===== src/rtl/fifo_queue_with_delete_macros.svh =====
// ----------------------------------------------------------------------------
// fifo queue with delete - assertion macros
// concurrent property wrappers, compiled out for synthesis
// ----------------------------------------------------------------------------
`ifndef FIFO_QUEUE_WITH_DELETE_MACROS_SVH
`define FIFO_QUEUE_WITH_DELETE_MACROS_SVH

`ifndef SYNTHESIS

// same-cycle implication
`define FQD_ASSERT_IMP(label, clk, rst_n, ante, cons) \
    label: assert property (@(posedge clk) disable iff (!rst_n) (ante) |-> (cons)) \
        else $error("fqd assertion failed");

// next-cycle implication
`define FQD_ASSERT_NEXT(label, clk, rst_n, ante, cons) \
    label: assert property (@(posedge clk) disable iff (!rst_n) (ante) |=> (cons)) \
        else $error("fqd assertion failed");

`else

`define FQD_ASSERT_IMP(label, clk, rst_n, ante, cons)
`define FQD_ASSERT_NEXT(label, clk, rst_n, ante, cons)

`endif

`endif


===== src/rtl/fqd_pkg.sv =====
// ----------------------------------------------------------------------------
// fqd_pkg
// shared constants, request codes and the result beat type
// ----------------------------------------------------------------------------
package fqd_pkg;

    localparam int FQD_DEPTH      = 16;
    localparam int FQD_DATA_WIDTH = 32;

    localparam int REQ_W   = 3;
    localparam int ITEM_W  = 32;
    localparam int COUNT_W = 5;

    localparam logic [REQ_W-1:0] REQ_ENQUEUE = 3'd0;
    localparam logic [REQ_W-1:0] REQ_DEQUEUE = 3'd1;
    localparam logic [REQ_W-1:0] REQ_DELETE  = 3'd2;
    localparam logic [REQ_W-1:0] REQ_ITERATE = 3'd3;
    localparam logic [REQ_W-1:0] REQ_LENGTH  = 3'd4;

    typedef struct packed {
        logic               status;
        logic               item_valid;
        logic [ITEM_W-1:0]  item_data;
        logic [COUNT_W-1:0] entry_count;
        logic               last;
    } fqd_res_t;

    function automatic int fqd_ptr_w(input int depth);
        return (depth > 1) ? $clog2(depth) : 1;
    endfunction

    function automatic int fqd_cnt_w(input int depth);
        return $clog2(depth + 1);
    endfunction

endpackage


===== src/rtl/fqd_store.sv =====
// ----------------------------------------------------------------------------
// fqd_store
// entry memory: one write port, one read port, registered read data
// ----------------------------------------------------------------------------
module fqd_store #(
    parameter int DEPTH      = fqd_pkg::FQD_DEPTH,
    parameter int DATA_WIDTH = fqd_pkg::FQD_DATA_WIDTH
) (
    input  logic                                    clk,
    input  logic                                    wr_en,
    input  logic [fqd_pkg::fqd_ptr_w(DEPTH)-1:0]    wr_addr,
    input  logic [DATA_WIDTH-1:0]                   wr_data,
    input  logic                                    rd_en,
    input  logic [fqd_pkg::fqd_ptr_w(DEPTH)-1:0]    rd_addr,
    output logic [DATA_WIDTH-1:0]                   rd_data
);
    import fqd_pkg::*;

    logic [DATA_WIDTH-1:0] mem [DEPTH];
    logic [DATA_WIDTH-1:0] rd_data_reg;

    always_ff @(posedge clk)
    begin
        if (wr_en)
        begin
            mem[wr_addr] <= wr_data;
        end
    end

    // read data holds until the next read
    always_ff @(posedge clk)
    begin
        if (rd_en)
        begin
            rd_data_reg <= mem[rd_addr];
        end
    end

    assign rd_data = rd_data_reg;

endmodule


===== src/rtl/fqd_ctrl.sv =====
// ----------------------------------------------------------------------------
// fqd_ctrl
// request sequencer: ring pointers, occupancy, search and close-up shift
// ----------------------------------------------------------------------------
module fqd_ctrl #(
    parameter int DEPTH      = fqd_pkg::FQD_DEPTH,
    parameter int DATA_WIDTH = fqd_pkg::FQD_DATA_WIDTH
) (
    input  logic                                    clk,
    input  logic                                    rst_n,
    input  logic                                    req_valid,
    output logic                                    req_ready,
    input  logic [fqd_pkg::REQ_W-1:0]               req_type,
    input  logic [fqd_pkg::ITEM_W-1:0]              value,
    output logic                                    wr_en,
    output logic [fqd_pkg::fqd_ptr_w(DEPTH)-1:0]    wr_addr,
    output logic [DATA_WIDTH-1:0]                   wr_data,
    output logic                                    rd_en,
    output logic [fqd_pkg::fqd_ptr_w(DEPTH)-1:0]    rd_addr,
    input  logic [DATA_WIDTH-1:0]                   rd_data,
    input  logic                                    load_ok,
    output logic                                    res_load,
    output fqd_pkg::fqd_res_t                       res
);
    import fqd_pkg::*;

    localparam int PTR_W = fqd_ptr_w(DEPTH);
    localparam int CNT_W = fqd_cnt_w(DEPTH);

    localparam logic [2:0] ST_IDLE      = 3'd0;
    localparam logic [2:0] ST_RESP      = 3'd1;
    localparam logic [2:0] ST_DEQ_CAP   = 3'd2;
    localparam logic [2:0] ST_ITER      = 3'd3;
    localparam logic [2:0] ST_DEL_SCAN  = 3'd4;
    localparam logic [2:0] ST_DEL_SHIFT = 3'd5;

    logic [2:0]            state_reg, state_next;
    logic [PTR_W-1:0]      head_reg, head_next;
    logic [CNT_W-1:0]      cnt_reg, cnt_next;
    logic [PTR_W-1:0]      idx_reg, idx_next;
    logic [DATA_WIDTH-1:0] word_reg, word_next;
    logic                  res_status_reg, res_status_next;
    logic                  res_valid_reg, res_valid_next;
    logic [ITEM_W-1:0]     res_data_reg, res_data_next;

    logic [63:0]           value_ext;
    logic [63:0]           rd_ext;
    logic [63:0]           cnt_ext;
    logic [DATA_WIDTH-1:0] value_word;
    logic [ITEM_W-1:0]     rd_item;
    logic                  is_full;
    logic                  is_empty;
    logic                  idx_last;

    // logical position to ring address
    function automatic logic [PTR_W-1:0] phys(input logic [PTR_W-1:0] head,
                                              input logic [PTR_W-1:0] pos);
        logic [PTR_W:0] sum;
        sum = {1'b0, head} + {1'b0, pos};
        if (sum >= (PTR_W+1)'(DEPTH))
        begin
            sum = sum - (PTR_W+1)'(DEPTH);
        end
        return sum[PTR_W-1:0];
    endfunction

    assign value_ext  = 64'(value);
    assign value_word = value_ext[DATA_WIDTH-1:0];
    assign rd_ext     = 64'(rd_data);
    assign rd_item    = rd_ext[ITEM_W-1:0];
    assign cnt_ext    = 64'(cnt_reg);
    assign is_full    = (cnt_reg == CNT_W'(DEPTH));
    assign is_empty   = (cnt_reg == '0);
    assign idx_last   = ((CNT_W'(idx_reg) + CNT_W'(1)) == cnt_reg);

    always_comb
    begin
        state_next      = state_reg;
        head_next       = head_reg;
        cnt_next        = cnt_reg;
        idx_next        = idx_reg;
        word_next       = word_reg;
        res_status_next = res_status_reg;
        res_valid_next  = res_valid_reg;
        res_data_next   = res_data_reg;
        req_ready       = 1'b0;
        wr_en           = 1'b0;
        wr_addr         = phys(head_reg, cnt_reg[PTR_W-1:0]);
        wr_data         = value_word;
        rd_en           = 1'b0;
        rd_addr         = head_reg;
        res_load        = 1'b0;
        res.status      = res_status_reg;
        res.item_valid  = res_valid_reg;
        res.item_data   = res_data_reg;
        res.entry_count = cnt_ext[COUNT_W-1:0];
        res.last        = 1'b1;

        unique case (state_reg)
            ST_IDLE:
            begin
                req_ready = 1'b1;
                if (req_valid)
                begin
                    word_next       = value_word;
                    idx_next        = '0;
                    res_status_next = 1'b0;
                    res_valid_next  = 1'b0;
                    res_data_next   = '0;
                    state_next      = ST_RESP;
                    unique case (req_type)
                        REQ_ENQUEUE:
                        begin
                            if (is_full)
                            begin
                                res_status_next = 1'b1;
                            end
                            else
                            begin
                                wr_en    = 1'b1;
                                cnt_next = cnt_reg + CNT_W'(1);
                            end
                        end
                        REQ_DEQUEUE:
                        begin
                            if (is_empty)
                            begin
                                res_status_next = 1'b1;
                            end
                            else
                            begin
                                rd_en      = 1'b1;
                                state_next = ST_DEQ_CAP;
                            end
                        end
                        REQ_DELETE:
                        begin
                            if (is_empty || value_word == '0)
                            begin
                                res_status_next = 1'b1;
                            end
                            else
                            begin
                                rd_en      = 1'b1;
                                state_next = ST_DEL_SCAN;
                            end
                        end
                        REQ_ITERATE:
                        begin
                            if (!is_empty)
                            begin
                                rd_en      = 1'b1;
                                state_next = ST_ITER;
                            end
                        end
                        REQ_LENGTH:
                        begin
                            res_status_next = 1'b0;
                        end
                        default:
                        begin
                            res_status_next = 1'b1;
                        end
                    endcase
                end
            end
            ST_DEQ_CAP:
            begin
                res_data_next  = rd_item;
                res_valid_next = 1'b1;
                head_next      = phys(head_reg, PTR_W'(1));
                cnt_next       = cnt_reg - CNT_W'(1);
                state_next     = ST_RESP;
            end
            ST_RESP:
            begin
                if (load_ok)
                begin
                    res_load   = 1'b1;
                    state_next = ST_IDLE;
                end
            end
            ST_ITER:
            begin
                res.status     = 1'b0;
                res.item_valid = 1'b1;
                res.item_data  = rd_item;
                res.last       = idx_last;
                if (load_ok)
                begin
                    res_load = 1'b1;
                    if (idx_last)
                    begin
                        state_next = ST_IDLE;
                    end
                    else
                    begin
                        // next read issued with this beat, one entry per cycle while the output register takes beats
                        rd_en    = 1'b1;
                        rd_addr  = phys(head_reg, idx_reg + PTR_W'(1));
                        idx_next = idx_reg + PTR_W'(1);
                    end
                end
            end
            ST_DEL_SCAN:
            begin
                if (idx_last)
                begin
                    state_next = ST_RESP;
                    if (rd_data == word_reg)
                    begin
                        res_status_next = 1'b0;
                        cnt_next        = cnt_reg - CNT_W'(1);
                    end
                    else
                    begin
                        res_status_next = 1'b1;
                    end
                end
                else
                begin
                    rd_en    = 1'b1;
                    rd_addr  = phys(head_reg, idx_reg + PTR_W'(1));
                    idx_next = idx_reg + PTR_W'(1);
                    if (rd_data == word_reg)
                    begin
                        state_next = ST_DEL_SHIFT;
                    end
                end
            end
            ST_DEL_SHIFT:
            begin
                // write goes one slot below the read, so the two never collide
                wr_en   = 1'b1;
                wr_addr = phys(head_reg, idx_reg - PTR_W'(1));
                wr_data = rd_data;
                if (idx_last)
                begin
                    res_status_next = 1'b0;
                    cnt_next        = cnt_reg - CNT_W'(1);
                    state_next      = ST_RESP;
                end
                else
                begin
                    rd_en    = 1'b1;
                    rd_addr  = phys(head_reg, idx_reg + PTR_W'(1));
                    idx_next = idx_reg + PTR_W'(1);
                end
            end
            default:
            begin
                state_next = ST_IDLE;
            end
        endcase
    end

    always_ff @(posedge clk or negedge rst_n)
    begin
        if (!rst_n)
        begin
            state_reg <= ST_IDLE;
            head_reg  <= '0;
            cnt_reg   <= '0;
        end
        else
        begin
            state_reg <= state_next;
            head_reg  <= head_next;
            cnt_reg   <= cnt_next;
        end
    end

    always_ff @(posedge clk)
    begin
        idx_reg        <= idx_next;
        word_reg       <= word_next;
        res_status_reg <= res_status_next;
        res_valid_reg  <= res_valid_next;
        res_data_reg   <= res_data_next;
    end

endmodule


===== src/rtl/fqd_outreg.sv =====
// ----------------------------------------------------------------------------
// fqd_outreg
// result register between the sequencer and the response channel
// ----------------------------------------------------------------------------
module fqd_outreg (
    input  logic                        clk,
    input  logic                        rst_n,
    input  logic                        res_load,
    input  fqd_pkg::fqd_res_t           res,
    output logic                        load_ok,
    output logic                        rsp_valid,
    input  logic                        rsp_ready,
    output logic                        status,
    output logic                        item_valid,
    output logic [fqd_pkg::ITEM_W-1:0]  item_data,
    output logic [fqd_pkg::COUNT_W-1:0] entry_count,
    output logic                        last
);
    import fqd_pkg::*;

    logic     valid_reg, valid_next;
    fqd_res_t beat_reg;

    // free now, or the held beat leaves this cycle
    assign load_ok = !valid_reg || rsp_ready;

    always_comb
    begin
        valid_next = valid_reg;
        if (load_ok)
        begin
            valid_next = res_load;
        end
    end

    always_ff @(posedge clk or negedge rst_n)
    begin
        if (!rst_n)
        begin
            valid_reg <= 1'b0;
        end
        else
        begin
            valid_reg <= valid_next;
        end
    end

    always_ff @(posedge clk)
    begin
        if (load_ok && res_load)
        begin
            beat_reg <= res;
        end
    end

    assign rsp_valid   = valid_reg;
    assign status      = beat_reg.status;
    assign item_valid  = beat_reg.item_valid;
    assign item_data   = beat_reg.item_data;
    assign entry_count = beat_reg.entry_count;
    assign last        = beat_reg.last;

endmodule


===== src/rtl/fifo_queue_with_delete.sv =====
// enqueue, length and rejected requests go from the response state into the output register;
//   dequeue passes the capture state first; iterate streams one entry per cycle after the memory
//   read, while the output register can take each beat. delete scans one entry per cycle, then
//   closes the gap one entry per cycle, bound by the single read port of the entry memory.
// next request is taken the cycle after the last beat loads.
// reset clears occupancy, head pointer and sequencer state; the entry memory is not cleared.
// ----------------------------------------------------------------------------
// fifo_queue_with_delete
// bounded ring-buffer queue with dequeue, delete-by-value, iterate and length
// ----------------------------------------------------------------------------
`include "fifo_queue_with_delete_macros.svh"

module fifo_queue_with_delete #(
    parameter int DEPTH      = fqd_pkg::FQD_DEPTH,
    parameter int DATA_WIDTH = fqd_pkg::FQD_DATA_WIDTH
) (
    input  logic                        clk,
    input  logic                        rst_n,
    input  logic                        req_valid,
    output logic                        req_ready,
    input  logic [fqd_pkg::REQ_W-1:0]   req_type,
    input  logic [fqd_pkg::ITEM_W-1:0]  value,
    output logic                        rsp_valid,
    input  logic                        rsp_ready,
    output logic                        status,
    output logic                        item_valid,
    output logic [fqd_pkg::ITEM_W-1:0]  item_data,
    output logic [fqd_pkg::COUNT_W-1:0] entry_count,
    output logic                        last
);
    import fqd_pkg::*;

    localparam int PTR_W = fqd_ptr_w(DEPTH);

    logic                  wr_en;
    logic [PTR_W-1:0]      wr_addr;
    logic [DATA_WIDTH-1:0] wr_data;
    logic                  rd_en;
    logic [PTR_W-1:0]      rd_addr;
    logic [DATA_WIDTH-1:0] rd_data;
    logic                  load_ok;
    logic                  res_load;
    fqd_res_t              res;

    fqd_store #(
        .DEPTH      (DEPTH),
        .DATA_WIDTH (DATA_WIDTH)
    ) u_store (
        .clk     (clk),
        .wr_en   (wr_en),
        .wr_addr (wr_addr),
        .wr_data (wr_data),
        .rd_en   (rd_en),
        .rd_addr (rd_addr),
        .rd_data (rd_data)
    );

    fqd_ctrl #(
        .DEPTH      (DEPTH),
        .DATA_WIDTH (DATA_WIDTH)
    ) u_ctrl (
        .clk       (clk),
        .rst_n     (rst_n),
        .req_valid (req_valid),
        .req_ready (req_ready),
        .req_type  (req_type),
        .value     (value),
        .wr_en     (wr_en),
        .wr_addr   (wr_addr),
        .wr_data   (wr_data),
        .rd_en     (rd_en),
        .rd_addr   (rd_addr),
        .rd_data   (rd_data),
        .load_ok   (load_ok),
        .res_load  (res_load),
        .res       (res)
    );

    fqd_outreg u_outreg (
        .clk         (clk),
        .rst_n       (rst_n),
        .res_load    (res_load),
        .res         (res),
        .load_ok     (load_ok),
        .rsp_valid   (rsp_valid),
        .rsp_ready   (rsp_ready),
        .status      (status),
        .item_valid  (item_valid),
        .item_data   (item_data),
        .entry_count (entry_count),
        .last        (last)
    );

    // an entry is only returned by a successful request
    `FQD_ASSERT_IMP(a_item_ok, clk, rst_n, rsp_valid && item_valid, !status)
    // empty beats carry zero data
    `FQD_ASSERT_IMP(a_empty_zero, clk, rst_n, rsp_valid && !item_valid, item_data == '0)
    // a failed request ends with its only beat
    `FQD_ASSERT_IMP(a_err_last, clk, rst_n, rsp_valid && status, last)
    // one request at a time: the sequencer leaves idle on acceptance
    `FQD_ASSERT_NEXT(a_busy, clk, rst_n, req_valid && req_ready, !req_ready)

endmodule


===== config.mk =====
export PLATFORM = sky130hd
export DESIGN_NAME = fifo_queue_with_delete
export DESIGN_NICKNAME = d
export VERILOG_FILES = /design/src/rtl/fqd_pkg.sv /design/src/rtl/fqd_store.sv /design/src/rtl/fqd_ctrl.sv /design/src/rtl/fqd_outreg.sv /design/src/rtl/fifo_queue_with_delete.sv
export VERILOG_INCLUDE_DIRS = /design/src /design/src/rtl
export SDC_FILE = /design/constraint.sdc
export NUM_CORES = 1
export LEC_CHECK = 0
export BUFFER_PORTS_ARGS = -buffer_cell sky130_fd_sc_hd__buf_4
export CORE_MARGIN = 5
export CORE_UTILIZATION = 42
export DETAILED_ROUTE_END_ITERATION = 16
export SLEW_MARGIN = 20
export SYNTH_ARGS = -nofsm -noshare
export SYNTH_HDL_FRONTEND = slang
export SYNTH_SLANG_ARGS = --single-unit

===== constraint.sdc =====
create_clock -name clk -period 5.9 [get_ports clk]
set_input_delay 1.475 -clock clk [delete_from_list [all_inputs] [get_ports clk]]
set_output_delay 1.475 -clock clk [all_outputs]
set_load 0.01 [all_outputs]

==> impl_metrics.toml, run 1 <==
[clock_tree]
numCtsBuffers = 67
clk_latency_ns = 0.59
cts_hold_buf = 0
root_buffer = "clkbuf_16"
tritoncts = "yes"
cts_setup_buffers = 0
cts_resized = 0
cts_buffer_depth = 3
cts_max_level = 3
clkTransAtPathRegs_ns = 0.06
cts.sinks = 667

[setup_path]
critical_path_class = "reg -> reg"
path_cells = "nor2b_1 -> nand2_2 -> o21ai_0 -> ha_1 -> a21o_1 -> a21oi_1 -> xnor2_1 -> xnor2_1 -> nand2_1 -> nor2_4 -> buf_4"
cp_slowest_cell = "nor2_4"
cpPeakStageDelay_ns = 0.81
critPathCaptureType = "flop"
cp_data_arrival_time_ns = 4.54
path_max_fanout = 23
cp.required_ns = 6.18
crit_path_frequent_cell = "xnor2_1"
critPathLaunchType = "flop"

[global_route]
grt_use_total_pct = 18.8
grt_max_degree = 161
antenna_found_initial = 7
grt_pass1_vias = 15800
grt_pass1_wl_um = 101000
overflow = 0

[timing]
min_period_ns = 4.27
clock_skew_ns = 0.0154
worst_pin_slew_ns = 0.941
rsz0062_at_grt = "no"
hold_violations = 0
max_freq_ghz = 0.234
period_share_pct = 72.3
drv_slew = 0
tns_ns = 0
fin_hold_ws_ns = 0.508
setup_viol = 0
slew_headroom_pct = 37.1

[place]
placedCellCount = 2733
io_buffers = 80
dp_hpwl_um = 38800
place.gp.congestion = 0.808

[hold_path]
hp-class = "reg -> reg"

[synth]
yosysSeqAreaShare_pct = 73.0
synth_edf_count = 654
syn_area_per_cell_um2 = 14.6
synth_nets = 1923
ys_seq_elements = 667
syn_inst = 1869
synth_warnings = 0
synth_most_common_cell = "edfxtp_1"
synth_common_cells = "654 x edfxtp_1, 378 x nand2_1, 109 x a21oi_1, 97 x and3_1, 67 x mux2_2"
yosysTopAreaCell = "edfxtp_1"
yosysTopAreaCellShare_pct = 71.8
postSynth.asyncResetShare_pct = 1.95
synth_area_leaders = "edfxtp_1 72%, nand2_1 5.2%, mux2_2 2.8%, and3_1 2.2%, a21oi_1 2.0%"
synth_cell_types = 56
synth_area_um2 = 27400
ys.flop_type = "edfxtp_1"

[layout]
finish.utilization_pct = 48.2
drive_gt1_share_pct = 15.1
final_cells = 2846
diodes = 0
fillCellCount = 5466
nNetsFinal = 2002
syn_to_final_growth_pct = 13.6
area.sequential_um2 = 20000
multi_input_area_um2 = 6980
top_register = "u_store.mem"
largest_reg_flops = 512

[detailed_routing]
drc = 0
wl_per_cell_um = 23.7
via_count = 16000
drtPass1Iterations = 7
ant_nets = 0
drt_wl_total_um = 67600
drt_iter0_markers = 1559
viasPerCell = 5.63

[floorplanning]
die_h_um = 265
fp.dieW_um = 265
start_util_pct = 42.4
io_pins = 81
dieArea_um2 = 70300
placement_rows = 93
core_um2 = 64500

[power]
pwr_density_cell_nw_per_um2 = 580
p_leak_nw = 10.8
fin_total_pwr_mw = 18.0
ir_worst_vdd_mv = 0.555

[job]
max_cap_viol_count = 0

[status]
status = "complete, no violations"
## worst max-delay path: cells and delay by family, from the launching register on
family / cells / cell delay (ns)
AND/OR/NAND/NOR: 4 / 1.69
AO/OA/AOI/OAI: 3 / 0.66
flip-flops: 1 / 0.55
XOR/XNOR: 2 / 0.37
buffers and inverters: 1 / 0.35
adder cells (fa/ha/maj): 1 / 0.29
## per-layer routing
layer	track usage, %	up-vias	part of all wire (%)
met4	6.21	0	2.9
met5	0	-	0
met3	3.71	110	7.7
li1	-	7223	-
met2	30.9	609	48
met1	25.4	8078	41
## layout make-up
cell class | count | share of cell area (%)
Clock inverter | 20 | 0.382
Clock buffer | 92 | 5.83
Tap cell | 855 | 3.44
Inverter | 13 | 0.157
Multi-Input combinational cell | 1076 | 22.4
Timing Repair Buffer | 123 | 3.49
Sequential cell | 667 | 64.2
## logic make-up after synthesis
family | count (synthesis) | synth area share [%]
adders and majority gates | 15 | 0.768
xor gates and xnor gates | 59 | 1.99
DFF | 667 | 73.0
AOI/OAI and AO/OA | 310 | 8.19
muxes | 99 | 3.93
and+or+nand+nor | 593 | 9.81
buffers and inverters | 126 | 2.33
## cells in the final DEF (no fill, tap or decap), drive strengths merged, types with 12 or more instances in the layout
cell	n
edfxtp	654
nand2	378
buf	123
a21oi	111
and3	97
clkbuf	92
mux2	67
xnor2	48
a211o	34
and2	33
a22oi	32
a31o	32
o32ai	32
mux2i	32
a221oi	32
nor2	32
clkinv	17
inv	15
dfrtp	13
nand4	12
ha	12
## power by group
part	switching (mW)	internal [mW]	leakage [nW]
clock	1.66	2.18	0.941
combinational	4.69	2.64	3.75
sequential	0.493	6.35	6.11
total	6.84	11.2	10.8
## per-stage QoR
step | area (µm²) | setup slack (ns)
6_report | 31100 | 1.63
5_1_grt | 31100 | 1.35
4_1_cts | 31100 | 1.63
3_5_place_dp | 29100 | 1.33
3_3_place_gp | 29100 | 1.35
2_1_floorplan | 27400 | 0.918
## worst paths after layout
path / from / to / slack [ns] / cells past startpoint
max: u_ctrl.state_reg[2] / u_store.mem[15][13] / 1.63 / 11
min: u_ctrl.res_valid_reg / u_outreg.item_valid / 0.51 / 1
max reg2reg: u_ctrl.state_reg[2] / u_store.mem[15][13] / 1.63 / 11
min reg2reg: u_ctrl.res_valid_reg / u_outreg.item_valid / 0.51 / 1
max in group asynchronous: rst_n / u_ctrl.cnt_reg[1] / 5.00 / 1
min in group asynchronous: rst_n / u_ctrl.head_reg[2] / 0.73 / 1
Power figures use the tool's default switching activity.
==> inputs of run 2 (changes only) <==
- ABC_AREA: default -> 1
- clock period: 5.9 -> 3.6 ns (I/O delays scaled with it)
==> run 2 against run 1 <==
Net effect:
- final area rose by 13%
- die area rose by 10%
- synthesized area rose by 11%
- total power rose by 63%
- critical path type unchanged
- critical endpoint is now u_store.mem[3][17]
- largest cell class unchanged
==> impl_metrics.toml, run 2 <==
[detailed_routing]
viasPerCell = 5.37
drt_wl_total_um = 79900
drt-met1-wl_um = 33900
ant_nets = 0
drt_iter0_markers = 1981
via_count = 21300
routed-wl-met2_um = 38200
met3_length_um = 5890
top_layer_used = "met4"
wl_per_cell_um = 20.2
drtPass1Iterations = 5
drc = 0

[floorplanning]
start_util_pct = 42.4
io_pins = 81
core_um2 = 71500
fp.dieW_um = 279
die_h_um = 279
dieArea_um2 = 77700
placement_rows = 98

[global_route]
grt_pass1_wl_um = 121000
antenna_found_initial = 0
grt_pass1_vias = 20200
grt_max_degree = 144
overflow = 0
grt_use_total_pct = 20.0

[clock_tree]
cts_max_level = 3
cts_hold_buf = 0
clk_latency_ns = 0.61
cts.sinks = 667
tritoncts = "yes"
clkTransAtPathRegs_ns = 0.06
root_buffer = "clkbuf_16"
cts_buffer_depth = 3
numCtsBuffers = 69

[synth]
yosysTopAreaCellShare_pct = 64.8
synth_common_cells = "654 x edfxtp_1, 588 x inv_1, 466 x nand3_1, 425 x nand2_1, 272 x nand4_1"
postSynth.asyncResetShare_pct = 1.95
ys.flop_type = "edfxtp_1"
yosysTopAreaCell = "edfxtp_1"
synth_most_common_cell = "edfxtp_1"
synth_area_leaders = "edfxtp_1 65%, nand3_1 7.7%, inv_1 7.3%, nand4_1 5.6%, nand2_1 5.3%"
synth_cell_types = 38
synth_area_um2 = 30300
yosysSeqAreaShare_pct = 65.8
synth_nets = 2922
synth_warnings = 0
syn_area_per_cell_um2 = 10.6
syn_inst = 2868
synth_edf_count = 654
ys_seq_elements = 667

[layout]
drive_gt1_share_pct = 11.7
nNetsFinal = 3009
finish.instance_area_um2 = 35000
finish.utilization_pct = 49.0
diodes = 0
top_register = "u_store.mem"
final_common_cell = "edfxtp_1"
syn_to_final_growth_pct = 15.5
largest_reg_flops = 512
final_cell_mix = "654 x edfxtp_1, 588 x inv_1, 465 x nand3_1"

[timing]
period_share_pct = 91.5
drv_slew = 0
fin_hold_ws_ns = 0.149
rsz0062_at_grt = "no"
setup_viol = 0
slew_headroom_pct = 36.2
hold_violations = 0
clock_skew_ns = 0.0210
min_period_ns = 3.29
worst_pin_slew_ns = 0.956
tns_ns = 0
max_freq_ghz = 0.304

[place]
place.gp.congestion = 0.880
placed_area_um2 = 32800
io_buffers = 80
dp_hpwl_um = 47800

[status]
status = "complete, no violations"

[setup_path]
cp.required_ns = 3.89
cp_slowest_cell = "edfxtp_1"
critPathCaptureType = "flop"
path_max_fanout = 17
path_cells = "inv_1 -> ha_1 -> o21ai_0 -> ha_1 -> nand3_1 -> nand2_1 -> xor2_1 -> xor2_1 -> buf_4 -> inv_1 -> nand2_1 -> nor2_4 -> buf_12"
cp_num_buf_inv = 4
critical_path_class = "reg -> reg"
cpPeakStageDelay_ns = 0.43
cpLargestDelayFamily = "adder cells"
critPathLaunchType = "flop"
cp_data_arrival_time_ns = 3.59

[hold_path]
hp-class = "in -> async"

[power]
p_leak_nw = 14.5
fin_total_pwr_mw = 29.3
pwr_density_cell_nw_per_um2 = 838
ir_worst_vdd_mv = 0.873

[job]
max_cap_viol_count = 0
-- run 2: changes by cell type after synthesis, moves of 81 or more --
cell,change
nand4_1,+260
nand3_1,+463
inv_1,+575
a21oi_1,-101
and3_1,-97
buf_2,+81
-- run 2: cells by family (layout without fill, tap and decap cells) --
group	Yosys count	after routing	share of synthesized area, %
buf+inv	777	915	10.3
xor+xnor	36	36	1.04
fa+ha+maj	15	15	0.693
simple gates	1271	1271	20.4
mux	1	1	0.0371
compound gates	101	101	1.76
flops	667	667	65.8
-- run 2: final timing paths --
check | from | endpoint | slack, ns | cells past startpoint
max | u_ctrl.idx_reg[0] | u_store.mem[3][17] | 0.31 | 13
min | rst_n | u_ctrl.head_reg[1] | 0.15 | 1
max reg2reg | u_ctrl.idx_reg[0] | u_store.mem[3][17] | 0.31 | 13
min reg2reg | u_ctrl.res_valid_reg | u_outreg.item_valid | 0.50 | 1
max in group asynchronous | rst_n | u_ctrl.state_reg[1] | 3.27 | 1
min in group clk | value[21] | u_ctrl.word_reg[21] | 0.50 | 1
-- run 2: through the flow --
stage,cells,worst slack [ns]
floorplan,2868,0.00527
global placement,3834,0.289
detailed placement,3834,0.301
CTS,3956,0.262
global route,3956,0.0499
finish,3956,0.307
-- run 2: timing repair --
action | in CTS | in global routing
endpoints found under the setup margin | 0 | 16
resized for setup | 0 | 2
buffers inserted | 0 | 0
-- run 2: report_power, final --
group	total [mW]	switching (mW)	internal (mW)	leakage [nW]
Clock	6.92	2.91	4.01	1.07
Combinational	11.6	7.81	3.76	7.34
Sequential	10.8	0.590	10.2	6.12
-- run 2: area by class of cell --
class                   count  area [µm²]
repair buffers            194        1990
multi-input cells        1424        7450
well taps                 950        1190
fillers                  6381       36500
clock inverters            39         328
inverters                 599        2250
flip-flops and latches    667       20000
clock buffers              83        1840
-- run 2: routing by layer --
metal | track usage [%] | vias up
met2 | 33.7 | 825
met5 | 0 | -
li1 | - | 9922
met4 | 6.14 | 0
met3 | 2.88 | 126
met1 | 27.1 | 10400
==> inputs of run 3 (changes only) <==
- PLACE_DENSITY_LB_ADDON: default -> 0.3
==> run 3 against run 2 <==
Net effect:
- sequential power is essentially flat
- clock-buffer cell count shrank 6
- final area grew 0.37%
- clock power grew 1%
- first-iteration DRC count grew 17%
- highest routed layer unchanged
- total power grew 1.5%
- largest cell class unchanged
- worst setup slack lost 0.031 ns
- routed wire length grew 2.1%
- core utilization grew 0.18 points
==> impl_metrics.toml, run 3 (same netlist as run 2, synthesis figures left out) <==
[setup_path]
crit_end = "u_store.rd_data[31]"
critPathCaptureType = "flop"
reg2reg_depth = 15
cpLargestDelayFamily = "simple AND/OR/NAND/NOR gates"
crit_path_frequent_cell = "nand3_1"
worstSetupPathDepth = 15
critical_path_class = "reg -> reg"
reg2reg_from = "u_ctrl.idx_reg[0]"
startpoint = "u_ctrl.idx_reg[0]"
cp.required_ns = 3.95
reg2reg_slack_ns = 0.28
cp_num_buf_inv = 4
cp_data_arrival_time_ns = 3.68
regToRegEndpoint = "u_store.rd_data[31]"
path_cells = "inv_1 -> ha_1 -> buf_4 -> xnor2_1 -> nand3_1 -> nor2_2 -> nand4_4 -> nand3_4 -> buf_12 -> buf_4 -> nand2_1 -> nand3_1 -> nand3_1 -> nand3_1 -> nand2_1"
cpPeakStageDelay_ns = 0.45
critPathLaunchType = "flop"
cp_slowest_cell = "edfxtp_1"
path_max_fanout = 52

[power]
p_leak_nw = 14.6
pwr_density_cell_nw_per_um2 = 847
fin_total_pwr_mw = 29.8
ir_worst_vdd_mv = 0.761

[floorplanning]
io_pins = 81
core_um2 = 71500
die_h_um = 279
placement_rows = 98
dieArea_um2 = 77700
fp.dieW_um = 279
start_util_pct = 42.4

[timing]
setup_viol = 0
max_freq_ghz = 0.301
period_share_pct = 92.3
fin_hold_ws_ns = 0.139
fin_ws_ns = 0.276
slew_headroom_pct = 53.2
drv_slew = 0
worst_pin_slew_ns = 0.697
clock_skew_ns = 0.0339
tns_ns = 0
hold_violations = 0
rsz0062_at_grt = "no"
min_period_ns = 3.32

[layout]
drive_gt1_share_pct = 12.2
final_cell_mix = "654 x edfxtp_1, 588 x inv_1, 465 x nand3_1"
final_common_cell = "edfxtp_1"
top_register = "u_store.mem"
fillCellCount = 6325
largest_reg_flops = 512
syn_to_final_growth_pct = 15.9
diodes = 0
nNetsFinal = 3022

[detailed_routing]
ant_nets = 0
drt_iter0_markers = 2311
via_count = 21700
drc = 0
wl_per_cell_um = 20.5
viasPerCell = 5.47
drtPass1Iterations = 6
drt_wl_total_um = 81500

[clock_tree]
tritoncts = "yes"
cts.sinks = 667
clk_latency_ns = 0.62
cts_hold_buf = 0
root_buffer = "clkbuf_16"
numCtsBuffers = 68
clkTransAtPathRegs_ns = 0.06
cts_buffer_depth = 3
cts_max_level = 3

[global_route]
overflow = 0
grt_use_total_pct = 20.6
grt_pass1_wl_um = 125000
grt_max_degree = 103
grt_pass1_vias = 20900
antenna_found_initial = 1

[status]
status = "complete, no violations"

[hold_path]
hp-class = "in -> async"

[place]
pre_cts_slack_ns = 0.277
io_buffers = 80
place.gp.congestion = 0.885
dp_hpwl_um = 48500

[job]
max_cap_viol_count = 0
## run 3: metrics by stage
stage | area [µm²] | std cells | utilization (%)
after CTS | 35100 | 3965 | 49.1
after floorplan | 30400 | 2868 | -
after global placement | 32900 | 3842 | 46.0
after global routing | 35100 | 3971 | 49.2
after detailed placement | 32900 | 3842 | 46.0
final | 35100 | 3971 | 49.2
## run 3: worst min path at each step
stage / startpoint / end / slack, ns / cells past startpoint
final: rst_n / u_ctrl.cnt_reg[2] / 0.14 / 1
after global routing: rst_n / u_ctrl.cnt_reg[2] / 0.13 / 1
after CTS: rst_n / u_ctrl.cnt_reg[2] / 0.11 / 1
after detailed placement: u_ctrl.res_valid_reg / u_outreg.item_valid / 0.50 / 1
after global placement: u_ctrl.res_valid_reg / u_outreg.item_valid / 0.49 / 1
after floorplan: u_ctrl.res_valid_reg / u_outreg.item_valid / 0.48 / 1
## run 3: where the power goes
group / leakage, nW / total (mW) / switching, mW / internal [mW]
sequential: 6.12 / 10.8 / 0.574 / 10.2
clock: 1.09 / 7.02 / 2.99 / 4.04
combinational: 7.41 / 11.9 / 8.08 / 3.85
total: 14.6 / 29.8 / 11.6 / 18.1
## run 3: repair_timing
item	in CTS	in global routing
setup buffers	0	6
hold endpoints to repair	0	0
endpoints found under the setup margin	0	22
gates resized for setup	0	0
## run 3: worst reg2reg max path: cells and delay by family (launching register included)
family | cells | cell delay, ns
fa+ha+maj | 1 | 0.26
simple gates | 9 | 1.29
xor+xnor | 1 | 0.16
buf+inv | 4 | 0.89
flops | 1 | 0.45
## run 3: final cells by class
cell class | instances | area, µm² | share of cell area [%]
Sequential cell | 667 | 20000 | 56.8
Multi-Input combinational cell | 1424 | 7450 | 21.2
Inverter | 599 | 2250 | 6.41
Timing Repair Buffer | 208 | 2090 | 5.94
Clock buffer | 77 | 1800 | 5.12
Tap cell | 950 | 1190 | 3.38
Clock inverter | 46 | 403 | 1.15
## run 3: layer usage
metal / track usage, % / part of all wire [%] / vias up
li1: - / - / 9952
met3: 2.84 / 8.8 / 129
met4: 6.12 / 2.4 / 0
met1: 29.1 / 42 / 10600
met5: 0 / 0 / -
met2: 33.6 / 47 / 1080
